==> src/sv/lip_pkg.sv <==
// Package for the line intersection parameter block.
// Holds the widths, limits and shared types; no dependencies.
package lip_pkg;

    localparam int COORD_BITS = 16;
    localparam int FRAC_BITS  = 16;
    localparam int OUT_BITS   = 48;

    // A coordinate difference needs one extra bit and a product twice that.
    localparam int DIFF_W  = COORD_BITS + 1;
    localparam int PROD_W  = 2 * DIFF_W;
    // The magnitude of a cross-product difference stays below 2^(2*COORD_BITS+1).
    localparam int MAG_W   = 2 * COORD_BITS + 1;
    localparam int CROSS_W = MAG_W + 1;
    localparam int DVD_W   = MAG_W + FRAC_BITS;
    localparam int SAT_W   = (DVD_W > OUT_BITS) ? DVD_W : OUT_BITS;

    typedef logic signed [COORD_BITS-1:0] t_coord;
    typedef logic signed [DIFF_W-1:0]     t_diff;
    typedef logic signed [PROD_W-1:0]     t_prod;
    typedef logic signed [CROSS_W-1:0]    t_cross;
    typedef logic        [MAG_W-1:0]      t_mag;
    typedef logic        [DVD_W-1:0]      t_dq;
    typedef logic        [OUT_BITS-1:0]   t_out;
    typedef logic        [SAT_W-1:0]      t_wide;

    localparam t_out POS_LIMIT = {1'b0, {(OUT_BITS-1){1'b1}}};
    localparam t_out NEG_LIMIT = {1'b1, {(OUT_BITS-1){1'b0}}};

    typedef struct packed {
        logic valid;
        logic neg;
        logic zero;
    } t_ctl;

    typedef struct packed {
        t_mag rem;
        t_dq  dq;
        t_mag dvs;
    } t_div;

endpackage

==> src/sv/lip_sat.sv <==
// Output stage: clamps the quotient, applies the sign and handles parallel lines.
// Uses lip_pkg.
module lip_sat (
    input  logic                 i_clk,
    input  logic                 i_rst_n,
    input  logic                 i_en,
    input  lip_pkg::t_ctl        i_ctl,
    input  lip_pkg::t_dq         i_quo,
    output logic                 o_valid,
    output logic signed [lip_pkg::OUT_BITS-1:0] o_t_value,
    output logic                 o_parallel,
    output logic                 o_saturated
);

    lip_pkg::t_wide w_q, w_lim_wide;
    lip_pkg::t_out  w_lim, w_mag, n_value;
    logic           w_sat, n_sat, n_par;
    logic           r_valid, r_par, r_sat;
    lip_pkg::t_out  r_value;

    always_comb begin
        w_q        = lip_pkg::t_wide'(i_quo);
        w_lim      = i_ctl.neg ? lip_pkg::NEG_LIMIT : lip_pkg::POS_LIMIT;
        w_lim_wide = lip_pkg::t_wide'(w_lim);
        w_sat      = (w_q > w_lim_wide);
        w_mag      = w_sat ? w_lim : w_q[lip_pkg::OUT_BITS-1:0];
        if (i_ctl.zero) begin
            n_value = '0;
            n_par   = 1'b1;
            n_sat   = 1'b0;
        end else begin
            n_value = i_ctl.neg ? -w_mag : w_mag;
            n_par   = 1'b0;
            n_sat   = w_sat;
        end
    end

    always_ff @(posedge i_clk) begin
        if (!i_rst_n) begin
            r_valid <= 1'b0;
        end else if (i_en) begin
            r_valid <= i_ctl.valid;
        end
    end

    always_ff @(posedge i_clk) begin
        if (i_en) begin
            r_value <= n_value;
            r_par   <= n_par;
            r_sat   <= n_sat;
        end
    end

    assign o_valid     = r_valid;
    assign o_t_value   = r_value;
    assign o_parallel  = r_par;
    assign o_saturated = r_sat;

endmodule

==> config.mk <==
export PLATFORM = sky130hd
export DESIGN_NAME = lip_sat
export DESIGN_NICKNAME = d
export VERILOG_FILES = /design/src/sv/lip_pkg.sv /design/src/sv/lip_sat.sv
export SDC_FILE = /design/constraint.sdc
export NUM_CORES = 1
export LEC_CHECK = 0
export ABC_CLOCK_PERIOD_IN_PS = 6900
export BUFFER_PORTS_ARGS = -buffer_cell sky130_fd_sc_hd__buf_2
export CAP_MARGIN = 30
export CORE_MARGIN = 1
export CORE_UTILIZATION = 55
export CTS_CLUSTER_SIZE = 24
export DETAILED_ROUTE_END_ITERATION = 7
export PLACE_DENSITY = 0.81
export SYNTH_ARGS = -nofsm -noshare
export SYNTH_HDL_FRONTEND = slang
export SYNTH_SLANG_ARGS = --single-unit
==> constraint.sdc <==
create_clock -name i_clk -period 6.9 [get_ports i_clk]
set_input_delay 1.38 -clock i_clk [delete_from_list [all_inputs] [get_ports i_clk]]
set_output_delay 1.38 -clock i_clk [all_outputs]
set_load 0.05 [all_outputs]
# Yosys cells after proc, flatten, opt, wreduce, memory -nomap -nowiden
# Index checks and enable logic that the tools add are counted.
# W data, S select, Z words.
[totals] out_inout_bits=51 register_bits=51 in_bits=55 word_cells=10
[classes] magnitude_cmp=1 mux=4 addsub=1
[ops] cell="$mux W48" n=3
[ops] cell="$gt A49 B48 Y1" n=1
[ops] cell="$neg A48 Y48" n=1
[ops] cell="$mux W1" n=1

# Longest topological paths before layout
[logic_depth] depth_word=5 depth_mapped=22 ltp_nobuf=16

# Least setup slack after synthesis
# No wires, ideal clock.
[synth_path] path_type="input to register" start="input i_ctl[1] (netlist name)" end="register r_value[12], in the netlist o_t_value[12] (data pin)" setup_time_ns=0.256 arrival_time_ns=5.805 path_slack_ns=0.840 n_path_buf=6 cell_stages=20 required_ns=6.644 cell_sequence="clkinv_1 clkbuf_1 clkbuf_1 ha_1 or4b_1 nor3_1 and3_1 a311o_1 or4b_2 buf_2 nand2_2 buf_4 buf_2 nor2_1 a21oi_1 ha_1 clkbuf_1 inv_2 or4_1 a41o_1"
[synth_between] elab_chain_cells=5
[synth_lines] item="from (decl)" line="lip_sat.sv:7" rtl="input lip_pkg::t_ctl i_ctl,"
[synth_lines] item="$mux W48" line="lip_sat.sv:23" rtl="w_lim = i_ctl.neg ? lip_pkg::NEG_LIMIT : lip_pkg::POS_LIMIT;"
[synth_lines] item="$gt A49 B48 Y1" line="lip_sat.sv:25" rtl="w_sat = (w_q > w_lim_wide);"
[synth_lines] item="$mux W48" line="lip_sat.sv:26" rtl="w_mag = w_sat ? w_lim : w_q[lip_pkg::OUT_BITS-1:0];"
[synth_lines] item="$neg A48 Y48" line="lip_sat.sv:32" rtl="n_value = i_ctl.neg ? -w_mag : w_mag;"
[synth_lines] item="$mux W48 *" line="lip_sat.sv:32"
[synth_lines] item="to (signal assigned)" line="lip_sat.sv:48" rtl="r_value <= n_value;"
[synth_lines] item="to (decl)" line="lip_sat.sv:19" rtl="lip_pkg::t_out r_value;"
# Mark *: on every way between the ends. The rest lies on a longest branch, timed or not.
# A chain may end at the register's enable or synchronous reset.

# Final worst setup path
[layout_path] start="input i_ctl[1] (netlist name)" end="register r_value[4], in the netlist o_t_value[4] (data pin)"
# The elaborated chain is that of the path after synthesis.

==> out/qor.csv <==
metric,value,unit
outcome,"finished, final reports clean",
grt_start_max_net_pins,59,
relSlewSlack,36.1,%
clockRootBuffer,clkbuf_8,
cp_max_fo,27,
maxCapViolations,0,
hold_buffers,0,
synth_top_family_by_area,simple AND/OR/NAND/NOR gates,
synth_fa_ha_area_share,12.9,%
clock_path_buffers,2,
most-common-layout-cells,"buf_2 (105), a21oi_1 (59), nand2_1 (57), nor2_1 (54), edfxtp_1 (50)",
core_area,8300,µm²
fin_util,66.0,%
track_usage,31.1,%
finalCritPeriodShare,87.0,%
diodes,0,
wl,13.5,mm
drtAntennaViolNets,0,
clkSinkCount,51,
io_buffers,105,
syn_nets,656,
yosys.area_share.simple,24.0,%
area_growth,15.1,%
antenna_found_initial,0,
initial_core_util,57.4,%
drc,0,
synth_warnings,0,
dpl_cell_area,5370,µm²
power_density,175,nW/µm²
nFillCells,692,
synthXorXnorAreaFrac,0.736,%
min_path_type,reg2reg,
crit_arrival,6.07,ns
required,6.97,ns
ys_types,63,
synthTopCellsByArea,"edfxtp_1 (32%), ha_1 (13%), a21oi_1 (6.2%)",
vias_per_cell,6.50,
grt_pass1_wl,22.0,mm
worst_pin_slew,0.959,ns
synth_mux_area_share,6.44,%
yosys.area.top_type,edfxtp_1,
numCtsBuffers,5,
drive_above_1_share,24.6,%
final_common_cell,buf_2,
yosys_most_used_dff,edfxtp_1,
wire_per_inst,18.1,µm
post_cts_resized,0,
vias,4859,
place_congestion,0.977,
cts_tree,built,
rsz0062_at_grt,false,
grt_pass1_vias,4419,
die-area,9030,µm²
rows,33,
postCtsSetupBuffers,0,
fin_crit,6.00,ns
hpwl,9.92,mm
seq_area_frac_synth,32.0,%
finClkSkew,0,ns
clkTransAtPathRegs,0.09,ns
insertion_delay,0.30,ns
drt-initial-drc-count,517,
maxSlewViolCount,0,
syn_area,4760,µm²
synth_seq_cells,51,
pin_count,106,
setup_tns,0,ns
cp-end-kind,flip-flop,
synth_top_area_share,31.5,%
hold_viol,0,
htree_levels,2,
drtPass1Iterations,6,
syn_area_per_cell,8.62,µm²
leakage,2.23,nW
stdcell_area,5480,µm²
synth_async_sr_flop_share,0,%
fp.dieH,95.0,µm
setup_viol,0,
criticalPathCategory,in2reg,
fin_nets,745,
cp-start-kind,primary input,
grt_overflow_total,0,
fmax,0.167,GHz
dieWidth,95.0,µm
netlist_instances,552,
synth-edff-count,50,
ir_drop,0.0930,mV
fin_cells,747,
dp.cells,739,
synth-compound-area-share,20.6,%
-- flip-flops by register name, summed over array words and instances (netlist names) --
signal	cells
o_saturated	1
o_t_value	48
o_valid	1
o_parallel	1
-- routing by layer --
layer	track usage (%)	share of wire [%]	routed length (µm)
met1	45.0	42	5740
met2	48.7	45	6140
met3	3.99	10	1400
met4	8.33	1.9	256
met5	0	0	0
-- through the flow --
step                      worst slack (ns)  hold WS (ns)  power (mW)
after floorplan                      0.840         0.743       0.633
after global placement               0.889         0.490       0.731
after detailed placement             0.630         0.515       0.743
after CTS                            0.949         0.533       0.954
after global routing                 0.572         0.553        1.01
final                                0.898         0.528       0.958
-- synth_stat cells, types with 4 or more instances --
master / instances
a211oi_1: 7
a21o_1: 11
a21oi_1: 59
a221oi_1: 11
a311oi_1: 4
and4_1: 4
buf_2: 6
clkbuf_1: 25
edfxtp_1: 50
ha_1: 49
inv_1: 5
mux2_2: 17
mux2i_1: 10
nand2_1: 57
nand2b_1: 6
nand3_1: 11
nand4_1: 8
nor2_1: 54
nor3_1: 26
nor4_1: 9
o211ai_1: 5
o21ai_0: 44
or2_2: 4
or3_1: 12
or4_1: 8
-- critical path, cell delays in order --
cell	delay, ns
buf_2	0.44
buf_4	0.31
ha_1	0.27
a211oi_1	0.26
nor2_1	0.09
nor3_1	0.17
o21ai_0	0.12
a311o_1	0.27
or4b_2	0.84
and2_1	0.22
a21oi_1	0.21
ha_1	0.25
buf_4	0.22
inv_2	0.17
nor2_1	0.44
o21ai_0	0.15
and4b_1	0.23
-- final timing paths --
path                                endpoint  slack [ns]            startpoint  cells past startpoint
setup / recovery  o_t_value[4]$_SDFFCE_PP0P_        0.90              i_ctl[1]                     17
hold / removal          o_valid$_SDFFE_PN0P_        0.53  o_valid$_SDFFE_PN0P_                      2
setup reg to reg        o_valid$_SDFFE_PN0P_        6.31  o_valid$_SDFFE_PN0P_                      2
hold reg to reg         o_valid$_SDFFE_PN0P_        0.53  o_valid$_SDFFE_PN0P_                      2
-- power by group --
part	switching [mW]	internal, mW	total, mW
Clock	0.109	0.108	0.217
Combinational	0.256	0.103	0.360
Sequential	0.00629	0.375	0.381
-- layout make-up --
cell class | count | area (µm²) | share of cell area, %
multi-input cells | 461 | 3080 | 56.2
flip-flops and latches | 51 | 1520 | 27.8
repair buffers | 115 | 613 | 11.2
well taps | 105 | 131 | 2.40
clock buffers | 6 | 72.6 | 1.32
clock inverters | 2 | 37.5 | 0.685
inverters | 7 | 26.3 | 0.479
-- cell families (layout without fill, tap and decap cells) --
| kind of cell | after synthesis | after routing |
|---|---|---|
| and+or+nand+nor | 220 | 220 |
| AOI/OAI and AO/OA | 160 | 160 |
| DFF | 51 | 51 |
| adders and majority gates | 49 | 49 |
| buffers and inverters | 40 | 130 |
| muxes | 28 | 28 |
| xor gates and xnor gates | 4 | 4 |
No activity file was read; power rests on OpenSTA's default activity.
