$ cat src/sv/lip_pkg.sv
// Package for the line intersection parameter block.
// Holds the widths, limits and shared types; no dependencies.
package lip_pkg;

    localparam int COORD_BITS = 16;
    localparam int FRAC_BITS  = 16;
    localparam int OUT_BITS   = 48;

    // A coordinate difference needs one extra bit and a product twice that.
    localparam int DIFF_W  = COORD_BITS + 1;
    localparam int PROD_W  = 2 * DIFF_W;
    // The magnitude of a cross-product difference stays below 2^(2*COORD_BITS+1).
    localparam int MAG_W   = 2 * COORD_BITS + 1;
    localparam int CROSS_W = MAG_W + 1;
    localparam int DVD_W   = MAG_W + FRAC_BITS;
    localparam int SAT_W   = (DVD_W > OUT_BITS) ? DVD_W : OUT_BITS;

    typedef logic signed [COORD_BITS-1:0] t_coord;
    typedef logic signed [DIFF_W-1:0]     t_diff;
    typedef logic signed [PROD_W-1:0]     t_prod;
    typedef logic signed [CROSS_W-1:0]    t_cross;
    typedef logic        [MAG_W-1:0]      t_mag;
    typedef logic        [DVD_W-1:0]      t_dq;
    typedef logic        [OUT_BITS-1:0]   t_out;
    typedef logic        [SAT_W-1:0]      t_wide;

    localparam t_out POS_LIMIT = {1'b0, {(OUT_BITS-1){1'b1}}};
    localparam t_out NEG_LIMIT = {1'b1, {(OUT_BITS-1){1'b0}}};

    typedef struct packed {
        logic valid;
        logic neg;
        logic zero;
    } t_ctl;

    typedef struct packed {
        t_mag rem;
        t_dq  dq;
        t_mag dvs;
    } t_div;

endpackage

$ cat src/sv/lip_cross.sv
// Front end: coordinate differences, cross products and their magnitudes.
// Three register stages; uses lip_pkg.
module lip_cross (
    input  logic                i_clk,
    input  logic                i_rst_n,
    input  logic                i_en,
    input  logic                i_valid,
    input  lip_pkg::t_coord     i_x1,
    input  lip_pkg::t_coord     i_y1,
    input  lip_pkg::t_coord     i_x2,
    input  lip_pkg::t_coord     i_y2,
    input  lip_pkg::t_coord     i_x3,
    input  lip_pkg::t_coord     i_y3,
    input  lip_pkg::t_coord     i_x4,
    input  lip_pkg::t_coord     i_y4,
    output lip_pkg::t_ctl       o_ctl,
    output lip_pkg::t_mag       o_num_mag,
    output lip_pkg::t_mag       o_den_mag
);

    logic            r_v1, r_v2;
    lip_pkg::t_diff  r_dx43, r_dy13, r_dy43, r_dx13, r_dx21, r_dy21;
    lip_pkg::t_prod  r_pn0, r_pn1, r_pd0, r_pd1;
    lip_pkg::t_ctl   r_ctl;
    lip_pkg::t_mag   r_num_mag, r_den_mag;

    lip_pkg::t_cross w_num, w_den, w_num_abs, w_den_abs;
    lip_pkg::t_ctl   n_ctl;

    always_comb begin
        w_num     = lip_pkg::t_cross'(r_pn0) - lip_pkg::t_cross'(r_pn1);
        w_den     = lip_pkg::t_cross'(r_pd0) - lip_pkg::t_cross'(r_pd1);
        w_num_abs = w_num[lip_pkg::CROSS_W-1] ? -w_num : w_num;
        w_den_abs = w_den[lip_pkg::CROSS_W-1] ? -w_den : w_den;
        n_ctl.valid = r_v2;
        n_ctl.neg   = w_num[lip_pkg::CROSS_W-1] ^ w_den[lip_pkg::CROSS_W-1];
        n_ctl.zero  = (w_den == '0);
    end

    always_ff @(posedge i_clk) begin
        if (!i_rst_n) begin
            r_v1  <= 1'b0;
            r_v2  <= 1'b0;
            r_ctl <= '0;
        end else if (i_en) begin
            r_v1  <= i_valid;
            r_v2  <= r_v1;
            r_ctl <= n_ctl;
        end
    end

    always_ff @(posedge i_clk) begin
        if (i_en) begin
            r_dx43 <= lip_pkg::t_diff'(i_x4) - lip_pkg::t_diff'(i_x3);
            r_dy13 <= lip_pkg::t_diff'(i_y1) - lip_pkg::t_diff'(i_y3);
            r_dy43 <= lip_pkg::t_diff'(i_y4) - lip_pkg::t_diff'(i_y3);
            r_dx13 <= lip_pkg::t_diff'(i_x1) - lip_pkg::t_diff'(i_x3);
            r_dx21 <= lip_pkg::t_diff'(i_x2) - lip_pkg::t_diff'(i_x1);
            r_dy21 <= lip_pkg::t_diff'(i_y2) - lip_pkg::t_diff'(i_y1);

            r_pn0 <= lip_pkg::t_prod'(r_dx43) * lip_pkg::t_prod'(r_dy13);
            r_pn1 <= lip_pkg::t_prod'(r_dy43) * lip_pkg::t_prod'(r_dx13);
            r_pd0 <= lip_pkg::t_prod'(r_dy43) * lip_pkg::t_prod'(r_dx21);
            r_pd1 <= lip_pkg::t_prod'(r_dx43) * lip_pkg::t_prod'(r_dy21);

            r_num_mag <= w_num_abs[lip_pkg::MAG_W-1:0];
            r_den_mag <= w_den_abs[lip_pkg::MAG_W-1:0];
        end
    end

    assign o_ctl     = r_ctl;
    assign o_num_mag = r_num_mag;
    assign o_den_mag = r_den_mag;

endmodule

$ cat config.mk
export PLATFORM = sky130hd
export DESIGN_NAME = lip_cross
export DESIGN_NICKNAME = d
export VERILOG_FILES = /design/src/sv/lip_pkg.sv /design/src/sv/lip_cross.sv
export SDC_FILE = /design/constraint.sdc
export NUM_CORES = 2
export LEC_CHECK = 0
export BUFFER_PORTS_ARGS = -buffer_cell sky130_fd_sc_hd__buf_2
export CORE_MARGIN = 5
export CORE_UTILIZATION = 55
export DETAILED_ROUTE_END_ITERATION = 8
export GPL_TIMING_DRIVEN = 0
export PLACE_DENSITY = 0.69
export SLEW_MARGIN = 30
export SYNTH_ARGS = -nofsm -noshare
export SYNTH_HDL_FRONTEND = slang
export SYNTH_SLANG_ARGS = --single-unit
$ cat constraint.sdc
create_clock -name i_clk -period 8.4 [get_ports i_clk]
set_clock_uncertainty 0.05 [all_clocks]
set_input_delay 1.68 -clock i_clk [delete_from_list [all_inputs] [get_ports i_clk]]
set_output_delay 1.68 -clock i_clk [all_outputs]
set_load 0.005 [all_outputs]
; Word level (Yosys, flattened, before mapping)
; Index checks and enable logic that the tools add are counted.
[totals]
inputBits = 132
regBits = 309
elab_cells = 35
out_inout_bits = 69
[op_classes]
bitwise = 1
addsub = 10
n_reduce_logical = 1
mux = 2
mul = 4
[op_table]
columns = operator, count
row1 = 17-bit by 17-bit multiplier with 34-bit output, 4
row2 = 16-bit by 16-bit subtractor with 17-bit output, 6
row3 = 34-bit subtractor, 2
row4 = 33-bit two-way mux, 2
row5 = 33-bit negation, 2
row6 = 34-bit logical NOT, 1
row7 = 1-bit bitwise XOR, 1

; Depth between registers and ports, before layout
[logic_depth]
depth_word = 3
mapped_depth = 26
mapped_depth_nobuf = 24

; Worst setup path before layout
; OpenSTA, ideal clock, no wires.
[synth_timing]
kind = register to register
start = reg r_dx43[16]
end = reg r_pd1[33] (data pin)
required_time_ns = 8.090
period_less_slack_ns = 6.532
arrival_ns = 6.223
setup_ns = 0.260
path_stages_with_launch = 23
slack_ns = 1.868
path_buffers = 1
path_cell_list = edfxtp_1 -> clkbuf_1 -> nand2_1 -> inv_1 -> fa_1 -> fa_1 -> fa_1 -> fa_1 -> fa_1 -> inv_1 -> fa_1 -> inv_1 -> ha_1 -> a21o_1 -> a21o_1 -> a21o_1 -> a221o_1 -> a31oi_1 -> o31ai_1 -> or2_2 -> a31oi_1 -> o21ai_0 -> xnor2_1
[synth_between]
elab_chain_cells = 1
[synth_rtl]
columns = item, line
row1 = "start, declared", lip_cross.sv:22  ; lip_pkg::t_diff r_dx43, r_dy13, r_dy43, r_dx13, r_dx21, r_dy21;
row2 = "start signal, assigned", lip_cross.sv:54  ; r_dx43 <= lip_pkg::t_diff'(i_x4) - lip_pkg::t_diff'(i_x3);
row3 = 17-bit by 17-bit multiplier with 34-bit output, lip_cross.sv:64  ; r_pd1 <= lip_pkg::t_prod'(r_dx43) * lip_pkg::t_prod'(r_dy21);
row4 = "end signal, assigned", lip_cross.sv:64
row5 = "end, declared", lip_cross.sv:23  ; lip_pkg::t_prod r_pn0, r_pn1, r_pd0, r_pd1;
; No other way between the ends.
; A chain may end at the register's enable or synchronous reset.

; Worst setup path in the final report
[layout_timing]
start = reg r_dx43[8]
end = reg r_pn0[32] (data pin)
[layout_between]
elab_chain_cells = 1
[layout_rtl]
columns = item, line
row1 = 17-bit by 17-bit multiplier with 34-bit output, lip_cross.sv:61  ; r_pn0 <= lip_pkg::t_prod'(r_dx43) * lip_pkg::t_prod'(r_dy13);
row2 = "end signal, assigned", lip_cross.sv:61
row3 = "end, declared", lip_cross.sv:23
; No other way between the ends.

==> summary.txt <==
Run status
  • Status: complete, no violations

Cells and area
  • Layout fillers: between 10000 and 15000
  • Nets: 8724
  • Layout cells sized above 1: 0.05022
  • Synthesis-to-finish area growth: 7.129%

Detailed routing
  • Drt first pass iters: 6
  • Routed via count: between 40000 and 50000
  • Starting DRT DRC Count: 3871
  • WL per Instance: around 21 µm
  • Final antenna-violating net count: 0
  • Post-route DRC: 0
  • Vias per std cell: around 5.6
  • Routed WL: approximately 180000 µm

Yosys
  • Syn Nets: 8475
  • Register bit total from synthesis: slightly above 300
  • Top cells by area, synth: fa_1 38%, edfxtp_1 14%, ha_1 10%
  • Synth warn: 0
  • Post-synth EDFFs: 304
  • Adder-Cell Fraction of Synth Area: 0.4782
  • Most used DFF post-synth: edfxtp_1
  • Simple-Gate Fraction of Synth Area: 0.1565
  • Syn_area_per_cell: around 9.5 µm²
  • Compound-Gate Fraction of Synth Area: 0.07691
  • Netlist cell types: 93
  • Largest family of logic cells by synthesized area: adder cells
  • Post-Synth XOR/XNOR Area: 0.04026
  • Synth top cells by count: 1466 x inv_1, 1192 x fa_1, 640 x nand2_1
  • Synth top area share: 0.3782
  • Synth area leader: fa_1
  • Cells after Synth: around 6600
  • Post-synth ARST share: 0
  • Synth Cell Area: 63090 µm²
  • Post-synthesis mux area share: 0.001349
  • Sequential element share of the synthesized area: 0.1463
  • Most frequent cell after synthesis: inv_1

Global routing
  • Global-route wire length before repair: about 280000 µm
  • Largest net degree at the start of global routing: 96
  • Vias in the first global route: 49478
  • GRT Total Usage: 0.2996
  • Initial antenna violation count: 14
  • Total congestion overflow: 0

Clock tree
  • Post-CTS Setup Bufs: 0
  • CTS tree: yes
  • H-Tree Level Count: 2
  • Hold buffer count at CTS: 0
  • Clock slew at reported path FFs: 0.06 ns
  • Clock Path Buffers: 3
  • Clock Latency Late Sink: around 0.64 ns
  • Clock sink count: approximately 310
  • Root buf cell: clkbuf_16
  • Number of buffers created by CTS: between 40 and 50
  • Post-cts gate resize count: 0

Critical path
  • Worst path depth: 21
  • CP delay by family, top: adder cells
  • Most used cell along the critical path: fa_1
  • Element type at the critical path start: flop
  • Required @ worst endpoint: 8.68 ns
  • Critical Path End Type: flop
  • Crit path largest cell delay: 0.79 ns
  • Largest fanout on the critical path: 10
  • Worst reg2reg startpoint: r_dx43[8]$_DFFE_PP_
  • Depth of the worst register-to-register path: 21
  • CP bufs+invs: 5
  • Worst-path cell chain: clkbuf_1 -> and2_1 -> fa_1 -> inv_1 -> fa_1 -> fa_1 -> inv_1 -> fa_1 -> fa_1 -> inv_1 -> fa_1 -> inv_1 -> ha_1 -> nand3_1 -> or2_2 -> a211o_1 -> a21boi_0 -> a2111oi_1 -> o31ai_1 -> a21oi_1 -> xnor2_1
  • CP Class: flop to flop
  • Worst Path Arrival: 8.41 ns
  • Critical Path Start: r_dx43[8]$_DFFE_PP_
  • Slowest-stage cell, CP: edfxtp_1

Timing
  • Count of final setup violators: 0
  • Max_slew headroom: 0.2442
  • Worst Max-Slew Pin Slew: roughly 1.1 ns
  • Max Slew Vio Count: 0
  • FMAX: 123.0 MHz
  • Setup Total Neg Slack: 0 ns
  • Final Cycle Share: 0.9679
  • RSZ-0062 raised after global routing: false
  • Final hold viol count: 0
  • Period minus WS final: 8.130 ns

Floorplanning
  • Std-Cell Rows: 124
  • Core area: ~110000 µm²
  • Die area: 121600 µm²
  • Initial Utilization: 0.5525
  • Die width: 348.7 µm
  • Die Y: between 300 and 400 µm
  • Ports: about 200

Flow run
  • Max_cap viols: 0

Placement
  • GPL Wtd Cong: about 0.97
  • Post-DP HPWL: about 150000 µm
  • IO Port Bufs: 200

Min path
  • Worst Hold Path Cells: 2
  • Hold/Removal Path Class: flop to flop
  • Hold path start: o_ctl[0]$_SDFFE_PN0P_
[stage by stage]
stage / utilization / worst slack [ns] / instance area [µm²] / std cells / hold slack (ns)
3_3_place_gp: 0.5779 / 0.3680 / 65980 / 8359 / 0.4145
3_5_place_dp: 0.5787 / 0.3291 / 66080 / 8362 / 0.4460
6_report: 0.5919 / 0.2698 / 67590 / 8449 / 0.4507
2_1_floorplan: - / 1.868 / 63090 / 6647 / 0.4210
5_1_grt: 0.5918 / 0.008500 / 67570 / 8442 / 0.4836
4_1_cts: 0.5913 / 0.3164 / 67520 / 8441 / 0.4537
[final timing paths]
check | to | slack, ns
setup / recovery | r_pn0[32]$_DFFE_PP_ | 0.27
hold / removal | o_ctl[0]$_SDFFE_PN0P_ | 0.45
setup reg to reg | r_pn0[32]$_DFFE_PP_ | 0.27
hold reg to reg | o_ctl[0]$_SDFFE_PN0P_ | 0.45
[worst reg2reg max path, stage by stage (launching register included)]
cell	delay (ns)
edfxtp_1	0.79
clkbuf_1	0.75
and2_1	0.27
fa_1	0.42
inv_1	0.08
fa_1	0.43
fa_1	0.52
inv_1	0.05
fa_1	0.52
fa_1	0.52
inv_1	0.05
fa_1	0.48
inv_1	0.04
ha_1	0.39
nand3_1	0.16
or2_2	0.32
a211o_1	0.28
a21boi_0	0.50
a2111oi_1	0.26
o31ai_1	0.28
a21oi_1	0.12
xnor2_1	0.54
[cells in the final DEF (no fill, tap or decap), types with 52 or more instances in the layout]
cell and instances:
inv_1 1466, fa_1 1192, nand2_1 640, and2_1 611
ha_1 504, edfxtp_1 304, nor2_1 251, xnor2_1 224
clkbuf_1 211, buf_2 204, a21oi_1 168, o21ai_0 153
nor3_1 93, a21o_1 75, xor2_1 65, nand3_1 60
nand2b_1 52
[final cells by class]
type                       instances  area (µm²)  area share
tap                             1512        1892     0.02799
antenna                            7       17.52   0.0002592
timing repair buffer             204        1121     0.01659
clock inverter                    29       300.3    0.004443
buffer                           220       847.1     0.01253
clock buffer                      50        1145     0.01694
sequential                       309        9229      0.1365
multi-input combinational       4652       47540      0.7033
inverter                        1466        5503     0.08141
[sequential cells by signal (all words and copies together) (netlist names)]
name,count
r_pd0,34
r_pd1,34
r_pn0,34
r_pn1,34
o_den_mag,33
o_num_mag,33
r_dx13,17
r_dx21,17
r_dx43,17
r_dy13,17
r_dy21,17
r_dy43,17
o_ctl,3
r_v1,1
r_v2,1
[cell families after synthesis]
family          count (synthesis)
buf+inv                      1686
simple gates                 1934
compound gates                724
fa+ha+maj                    1696
xor+xnor                      290
flops                         309
mux                             8
[layer usage]
metal	vias up	wire, µm	share of wire	GRT usage
li1	21172	-	-	-
met1	23949	71540	0.40	0.4063
met2	1962	80720	0.45	0.4738
met3	420	18010	0.10	0.06867
met4	4	8308	0.047	0.1139
met5	-	23	0.00013	0
Power is left out: the tool's default activity adds up to more than one toggle a clock period on the data nets, which glitch-free logic cannot reach.
